### config.mk
export PLATFORM = sky130hd
export DESIGN_NAME = hdwm_div
export DESIGN_NICKNAME = d
export VERILOG_FILES = /design/src/rtl/hdwm_pkg.sv /design/src/rtl/hdwm_div.sv
export SDC_FILE = /design/constraint.sdc
export NUM_CORES = 2
export LEC_CHECK = 0
export ABC_AREA = 1
export BUFFER_PORTS_ARGS = -buffer_cell sky130_fd_sc_hd__buf_2
export CELL_PAD_IN_SITES_DETAIL_PLACEMENT = 1
export CELL_PAD_IN_SITES_GLOBAL_PLACEMENT = 2
export CORE_UTILIZATION = 35
export DETAILED_ROUTE_END_ITERATION = 8
export PLACE_DENSITY_LB_ADDON = 0.12
export SYNTH_ARGS = -nofsm -noshare
export SYNTH_HDL_FRONTEND = slang
export SYNTH_SLANG_ARGS = --single-unit
### constraint.sdc
create_clock -name i_clk -period 2.4 [get_ports i_clk]
set_input_delay 0.12 -clock i_clk [delete_from_list [all_inputs] [get_ports i_clk]]
set_output_delay 0.12 -clock i_clk [all_outputs]
set_load 0.02 [all_outputs]
### src/rtl/hdwm_pkg.sv
`timescale 1ns / 1ps
// ----------------------------------------------------------------------------
// Holonomic drive wheel mixer package
// Shared constants, fixed-point scalings and beat types for the mixer.
// ----------------------------------------------------------------------------
package hdwm_pkg;

    // Angle and fixed-point formats.
    localparam int ANGLE_BITS    = 12;
    localparam int FRACTION_BITS = 14;
    localparam int QUAD_BITS     = ANGLE_BITS - 2;

    // Phase offsets of one eighth and three eighths of a turn.
    localparam logic [ANGLE_BITS-1:0] EIGHTH       = {3'b001, {(ANGLE_BITS-3){1'b0}}};
    localparam logic [ANGLE_BITS-1:0] THREE_EIGHTH = {3'b011, {(ANGLE_BITS-3){1'b0}}};

    // Q30 constants.
    localparam logic [30:0] Q30_ONE     = 31'h4000_0000;
    localparam logic [30:0] PI_HALF_Q30 = 31'd1686629713;
    localparam logic [30:0] SQRT2_Q30   = 31'd1518500250;

    // Series steps of the quarter-wave cosine: divisors 132, 90, 56, 30, 12, 2.
    // Each division is a multiply by a rounded-up reciprocal with 32 + SH bits.
    localparam int COS_STEPS = 6;
    localparam int COS_SH [COS_STEPS] = '{8, 7, 6, 5, 4, 1};
    localparam logic [32:0] COS_REC [COS_STEPS] = '{
        33'(((64'd1 << 40) + 64'd131) / 64'd132),
        33'(((64'd1 << 39) + 64'd89) / 64'd90),
        33'(((64'd1 << 38) + 64'd55) / 64'd56),
        33'(((64'd1 << 37) + 64'd29) / 64'd30),
        33'(((64'd1 << 36) + 64'd11) / 64'd12),
        33'(((64'd1 << 33) + 64'd1) / 64'd2)
    };

    // Pipeline depths.
    localparam int COS_LAT  = 3 + 2 * COS_STEPS + 1;
    localparam int MIX_LAT  = 10;
    localparam int QUO_BITS = 16;
    localparam int PIPE_LAT = COS_LAT + MIX_LAT + QUO_BITS + 1;

    // Divider widths.
    localparam int NUM_W = 50;
    localparam int DEN_W = 34;

    // Command beat.
    typedef struct packed {
        logic [11:0]        heading;
        logic signed [15:0] turn_rate;
        logic [14:0]        drive_power;
    } t_cmd;

    // Result beat.
    typedef struct packed {
        logic signed [15:0] front_left_speed;
        logic signed [15:0] front_right_speed;
        logic signed [15:0] back_left_speed;
        logic signed [15:0] back_right_speed;
        logic               all_stopped;
    } t_res;

endpackage

### src/rtl/hdwm_div.sv
`timescale 1ns / 1ps
// ----------------------------------------------------------------------------
// Pipelined divider
// Restoring division, one quotient bit per stage, for quotients known to fit
// in QUO_BITS bits.
// ----------------------------------------------------------------------------
module hdwm_div (
    input  logic                          i_clk,
    input  logic [hdwm_pkg::NUM_W-1:0]    i_num,
    input  logic [hdwm_pkg::DEN_W-1:0]    i_den,
    output logic [hdwm_pkg::QUO_BITS-1:0] o_quo
);
    import hdwm_pkg::*;

    logic [NUM_W-1:0]    r_rem [QUO_BITS];
    logic [DEN_W-1:0]    r_den [QUO_BITS];
    logic [QUO_BITS-1:0] r_q   [QUO_BITS];

    for (genvar k = 0; k < QUO_BITS; k++) begin : g_bit
        logic [NUM_W-1:0]    w_rem;
        logic [DEN_W-1:0]    w_den;
        logic [QUO_BITS-1:0] w_q;
        logic [NUM_W-1:0]    w_sh;
        logic                w_ge;

        if (k == 0) begin : g_first
            assign w_rem = i_num;
            assign w_den = i_den;
            assign w_q   = '0;
        end else begin : g_next
            assign w_rem = r_rem[k-1];
            assign w_den = r_den[k-1];
            assign w_q   = r_q[k-1];
        end

        // Trial subtraction of the shifted divisor.
        assign w_sh = NUM_W'(w_den) << (QUO_BITS - 1 - k);
        assign w_ge = (w_rem >= w_sh);

        always_ff @(posedge i_clk) begin
            r_rem[k] <= w_ge ? (w_rem - w_sh) : w_rem;
            r_den[k] <= w_den;
            r_q[k]   <= {w_q[QUO_BITS-2:0], w_ge};
        end
    end

    assign o_quo = r_q[QUO_BITS-1];

endmodule

Yosys cells after proc, flatten, opt, wreduce, memory -nomap -nowiden --
Memories as Yosys holds them, arrays and structs flattened. Cells that the tools add are included.
Word-level totals: flip-flop bits (word level) 0, memory bits (writable) 1600, input port bits 85, output and inout port bits 16, word-level logic and storage cells 51, memories 3
Operators by class: $add $sub $neg 16, magnitude comparators 16, multiplexer cells 16
Memory list:
- r_rem | depth 16, bits a word 50, read ports 15, clocked after Yosys merged registers in 0, write ports 16, RTL line hdwm_div.sv:15 | logic [NUM_W-1:0] r_rem [QUO_BITS];
- r_den | depth 16, bits a word 34, read ports 15, clocked after Yosys merged registers in 0, write ports 16, RTL line hdwm_div.sv:16 | logic [DEN_W-1:0] r_den [QUO_BITS];
- r_q | depth 16, bits a word 16, read ports 16, clocked after Yosys merged registers in 0, write ports 16, RTL line hdwm_div.sv:17 | logic [QUO_BITS-1:0] r_q [QUO_BITS];
Operator list (number):
- 50-bit two-way mux | 16
- 50-bit by 34-bit >= comparator with 1-bit output | 1
- 50-bit by 35-bit >= comparator with 1-bit output | 1
- 50-bit by 36-bit >= comparator with 1-bit output | 1
- 50-bit by 37-bit >= comparator with 1-bit output | 1
- 50-bit by 38-bit >= comparator with 1-bit output | 1
- 50-bit by 39-bit >= comparator with 1-bit output | 1
- 50-bit by 40-bit >= comparator with 1-bit output | 1
- 50-bit by 41-bit >= comparator with 1-bit output | 1
- 50-bit by 42-bit >= comparator with 1-bit output | 1
- 50-bit by 43-bit >= comparator with 1-bit output | 1
- 50-bit by 44-bit >= comparator with 1-bit output | 1
- 50-bit by 45-bit >= comparator with 1-bit output | 1
- 50-bit by 46-bit >= comparator with 1-bit output | 1
- 50-bit by 47-bit >= comparator with 1-bit output | 1
- 50-bit by 48-bit >= comparator with 1-bit output | 1
- 50-bit by 49-bit >= comparator with 1-bit output | 1
- 50-bit by 34-bit subtractor with 50-bit output | 1
- 50-bit by 35-bit subtractor with 50-bit output | 1
- 50-bit by 36-bit subtractor with 50-bit output | 1
- 50-bit by 37-bit subtractor with 50-bit output | 1
- 50-bit by 38-bit subtractor with 50-bit output | 1
- 50-bit by 39-bit subtractor with 50-bit output | 1
- 50-bit by 40-bit subtractor with 50-bit output | 1
- 9 further kinds | 9

Depth between registers and ports, before layout --
An unclocked memory read counts as a cell.
word-level depth 3, mapped depth 17, gate-level depth less buffers 16

Worst setup path after synthesis --
OpenSTA, ideal clock, no wires.
kind register -> register, start memory r_rem[12][2], in the netlist r_rem[1][202], end memory r_rem[13][39], in the netlist r_rem[1][289], setup time 115 ps, arrival 2058 ps, required time 2285 ps, setup slack 227 ps, cell stages (with the launch flop) 17, buffers on the path 2, period minus slack after synthesis 2173 ps, cell sequence dfxtp_1 > inv_1 > ha_1 > inv_1 > fa_1 > nand3_1 > nand3_2 > nand2_1 > nand2_1 > nand2_1 > nand2_1 > nand2_1 > nand4_4 > inv_2 > buf_6 > buf_6 > a21oi_2
RTL lines (RTL line):
- from (decl) | hdwm_div.sv:15

==> impl_metrics.json <==
{
  "status": "finished, final reports clean",
  "htreeDepth": 4,
  "tightest_slew_ps": 671,
  "arrival_ps": 3120,
  "cts_buffers": 168,
  "grt_pass1_vias": 100000,
  "finalWirelength_mm": 423,
  "crit_type": "register to register",
  "netlist_area_um2": 86300,
  "min_period_ps": 2390,
  "switching_share": 0.481,
  "clkLatencyLatePin_ps": 870,
  "pin_count": 101,
  "clk_pin_slew_worst_paths_ps": 60,
  "fin_cells": 19600,
  "layout-drive-gt1-share": 0.208,
  "hold_class": "input pin to register",
  "leakage_nw": 64.3,
  "power_switching_mw": 78.2,
  "io_buffer_count": 100,
  "synth_cell_type_count": 46,
  "die_w_um": 498,
  "final_cell_mix": "nand2_1, inv_1, buf_4",
  "fmax_mhz": 419,
  "p_int_mw": 84.3,
  "gp_congestion": 0.970,
  "layout_commonest_cell": "nand2_1",
  "yosysWarnings": 0,
  "routedWlPerCell_um": 21.5,
  "finalClockSkew_ps": 46.7,
  "drc": 0,
  "seq_area_frac_synth": 0.324,
  "synth.avg_cell_area_um2": 6.10,
  "dr.pass1.iters": 5,
  "startpoint_type": "register",
  "area_growth_pct": 35.5,
  "vias_per_cell": 4.84,
  "finalPower_mw": 163,
  "clock_sinks": 1396,
  "antenna_found_initial": 23,
  "gr-total-overflow": 0,
  "pwr-share-seq": 0.241,
  "cp.required_ps": 3130,
  "clkPwrFrac": 0.173,
  "dp.cells": 19100,
  "powerDensity_nw_per_um2": 1390,
  "fin_hold_ws_ps": 48.5,
  "placementRows": 181,
  "die_area_um2": 248000,
  "ant_nets": 0,
  "path_max_fanout": 4,
  "ir_drop_uv": 804,
  "start_util": 0.353,
  "die_y_um": 498,
  "tritoncts": "done",
  "grt_max_degree": 46,
  "maxCapViolCount": 0,
  "final_nets": 16900,
  "synth_nets": 14800,
  "fin_crit_sh": 0.995,
  "tns_ps": 0,
  "combPwrFrac": 0.586,
  "rr_worst_depth": 14,
  "vias": 95100,
  "rsz0062_at_grt": "true",
  "dp_hpwl_mm": 355,
  "hold_viol": 0,
  "setup_viol": 0,
  "core_um2": 244000,
  "cts.root.buffer_cell": "clkbuf_16",
  "drv_slew": 0,
  "track_usage": 0.327,
  "drtIter0Drc": 5444,
  "whs_path_depth": 2,
  "max_slew_margin": 0.552,
  "syn_inst": 14200,
  "cp-end-kind": "register",
  "grt_pass1_wl_mm": 613,
  "ctsLongestPathBuffers": 3,
  "ys_seq_elements": 1396
}
power by group through the flow:
stage               sequential (mW)  combinational (mW)  clock, mW
global placement               39.0                85.7          0
finish                         39.2                95.3       28.1
detailed placement             38.9                87.6          0
floorplan                      33.1                49.4          0
global route                   39.3                 105       29.5
CTS                            38.7                89.8       28.6
cell families after synthesis:
kind of cell	after synthesis	share of synthesized area
buffers and inverters	2937	0.133
AOI/OAI and AO/OA	688	0.0437
and+or+nand+nor	8301	0.389
xor gates and xnor gates	270	0.0274
DFF	1396	0.324
adders and majority gates	559	0.0824
path summary, 6_finish.rpt:
path | start | slack [ps] | endpoint
worst max-delay path | r_den[0][225]$_DFF_P_ | 10 | r_rem[0][360]$_DFF_P_
worst max register to register | r_den[0][225]$_DFF_P_ | 10 | r_rem[0][360]$_DFF_P_
worst min register to register | r_den[1][79]$_DFF_P_ | 300 | r_den[1][113]$_DFF_P_
worst min-delay path | i_num[14] | 50 | r_rem[0][14]$_DFF_P_
per-stage QoR:
| stage | setup WS, ps | utilization | area (um2) |
|---|---|---|---|
| 6_report | 11.5 | 0.479 | 117000 |
| 5_1_grt | -75.9 | 0.479 | 117000 |
| 4_1_cts | 0.0593 | 0.460 | 112000 |
| 3_5_place_dp | -526 | 0.424 | 104000 |
| 3_3_place_gp | -483 | 0.424 | 104000 |
| 2_1_floorplan | 227 | - | 86300 |
sequential cells by signal, summed over array words and instances (netlist names):
signal	cells
r_den	510
r_rem	750
r_q	136
layout make-up:
type	instances	area, um2
fillers	32300	127000
multi-input cells	9818	50700
flip-flops and latches	1396	28300
repair buffers	2083	17100
inverters	2825	10700
clock buffers	214	4670
well taps	3202	4010
clock inverters	94	1400
diodes	14	35.0
synth_stat cells (all sizes together):
master / number / area [um2]
nor4: 17 / 106
ha: 544 / 6810
dfxtp: 1396 / 27900
nor2b: 1 / 6.26
o21ai: 99 / 495
nand3b: 119 / 893
clkbuf: 3 / 12.5
fa: 15 / 300
a211oi: 1 / 7.51
inv: 2825 / 10600
xor2: 248 / 2170
or2: 15 / 93.8
nor2: 1182 / 4540
xnor2: 22 / 193
o211ai: 4 / 30.0
and2: 18 / 113
nand3: 785 / 3940
nor3b: 3 / 22.5
a21oi: 529 / 2820
o21a: 2 / 15.0
nand4: 179 / 1200
buf: 109 / 877
nand2: 5868 / 22100
a21o: 2 / 15.0
and3: 2 / 12.5
nand2b: 1 / 6.26
nor3: 111 / 571
a21boi: 2 / 15.0
o21bai: 49 / 368
worst max-delay path: stages (launching register included):
cell and delay [ps]:
dfxtp_1 360, inv_1 100, ha_4 310, nand2_4 80
buf_4 150, nor2_4 90, nand2_1 90, nor2_2 160
nand2_4 70, nand3_2 90, buf_4 120, a21oi_4 80
buf_12 170, clkbuf_16 160, o21ai_4 230
per-layer routing:
layer,track usage,vias to the layer above,share of wire
li1,-,46900,-
met1,0.382,45600,0.41
met2,0.597,1839,0.50
met3,0.0323,761,0.033
met4,0.152,2,0.055
met5,0,-,0.000028
repair_timing:
item                                    CTS  global route
hold endpoints to repair                 85             0
hold buffers                            132             0
setup buffers                            22            67
pin swaps                                32           150
endpoints found under the setup margin  508           574
gates resized for setup                 320           945
cloned                                    4            25
(Power assumes the default switching activity.)
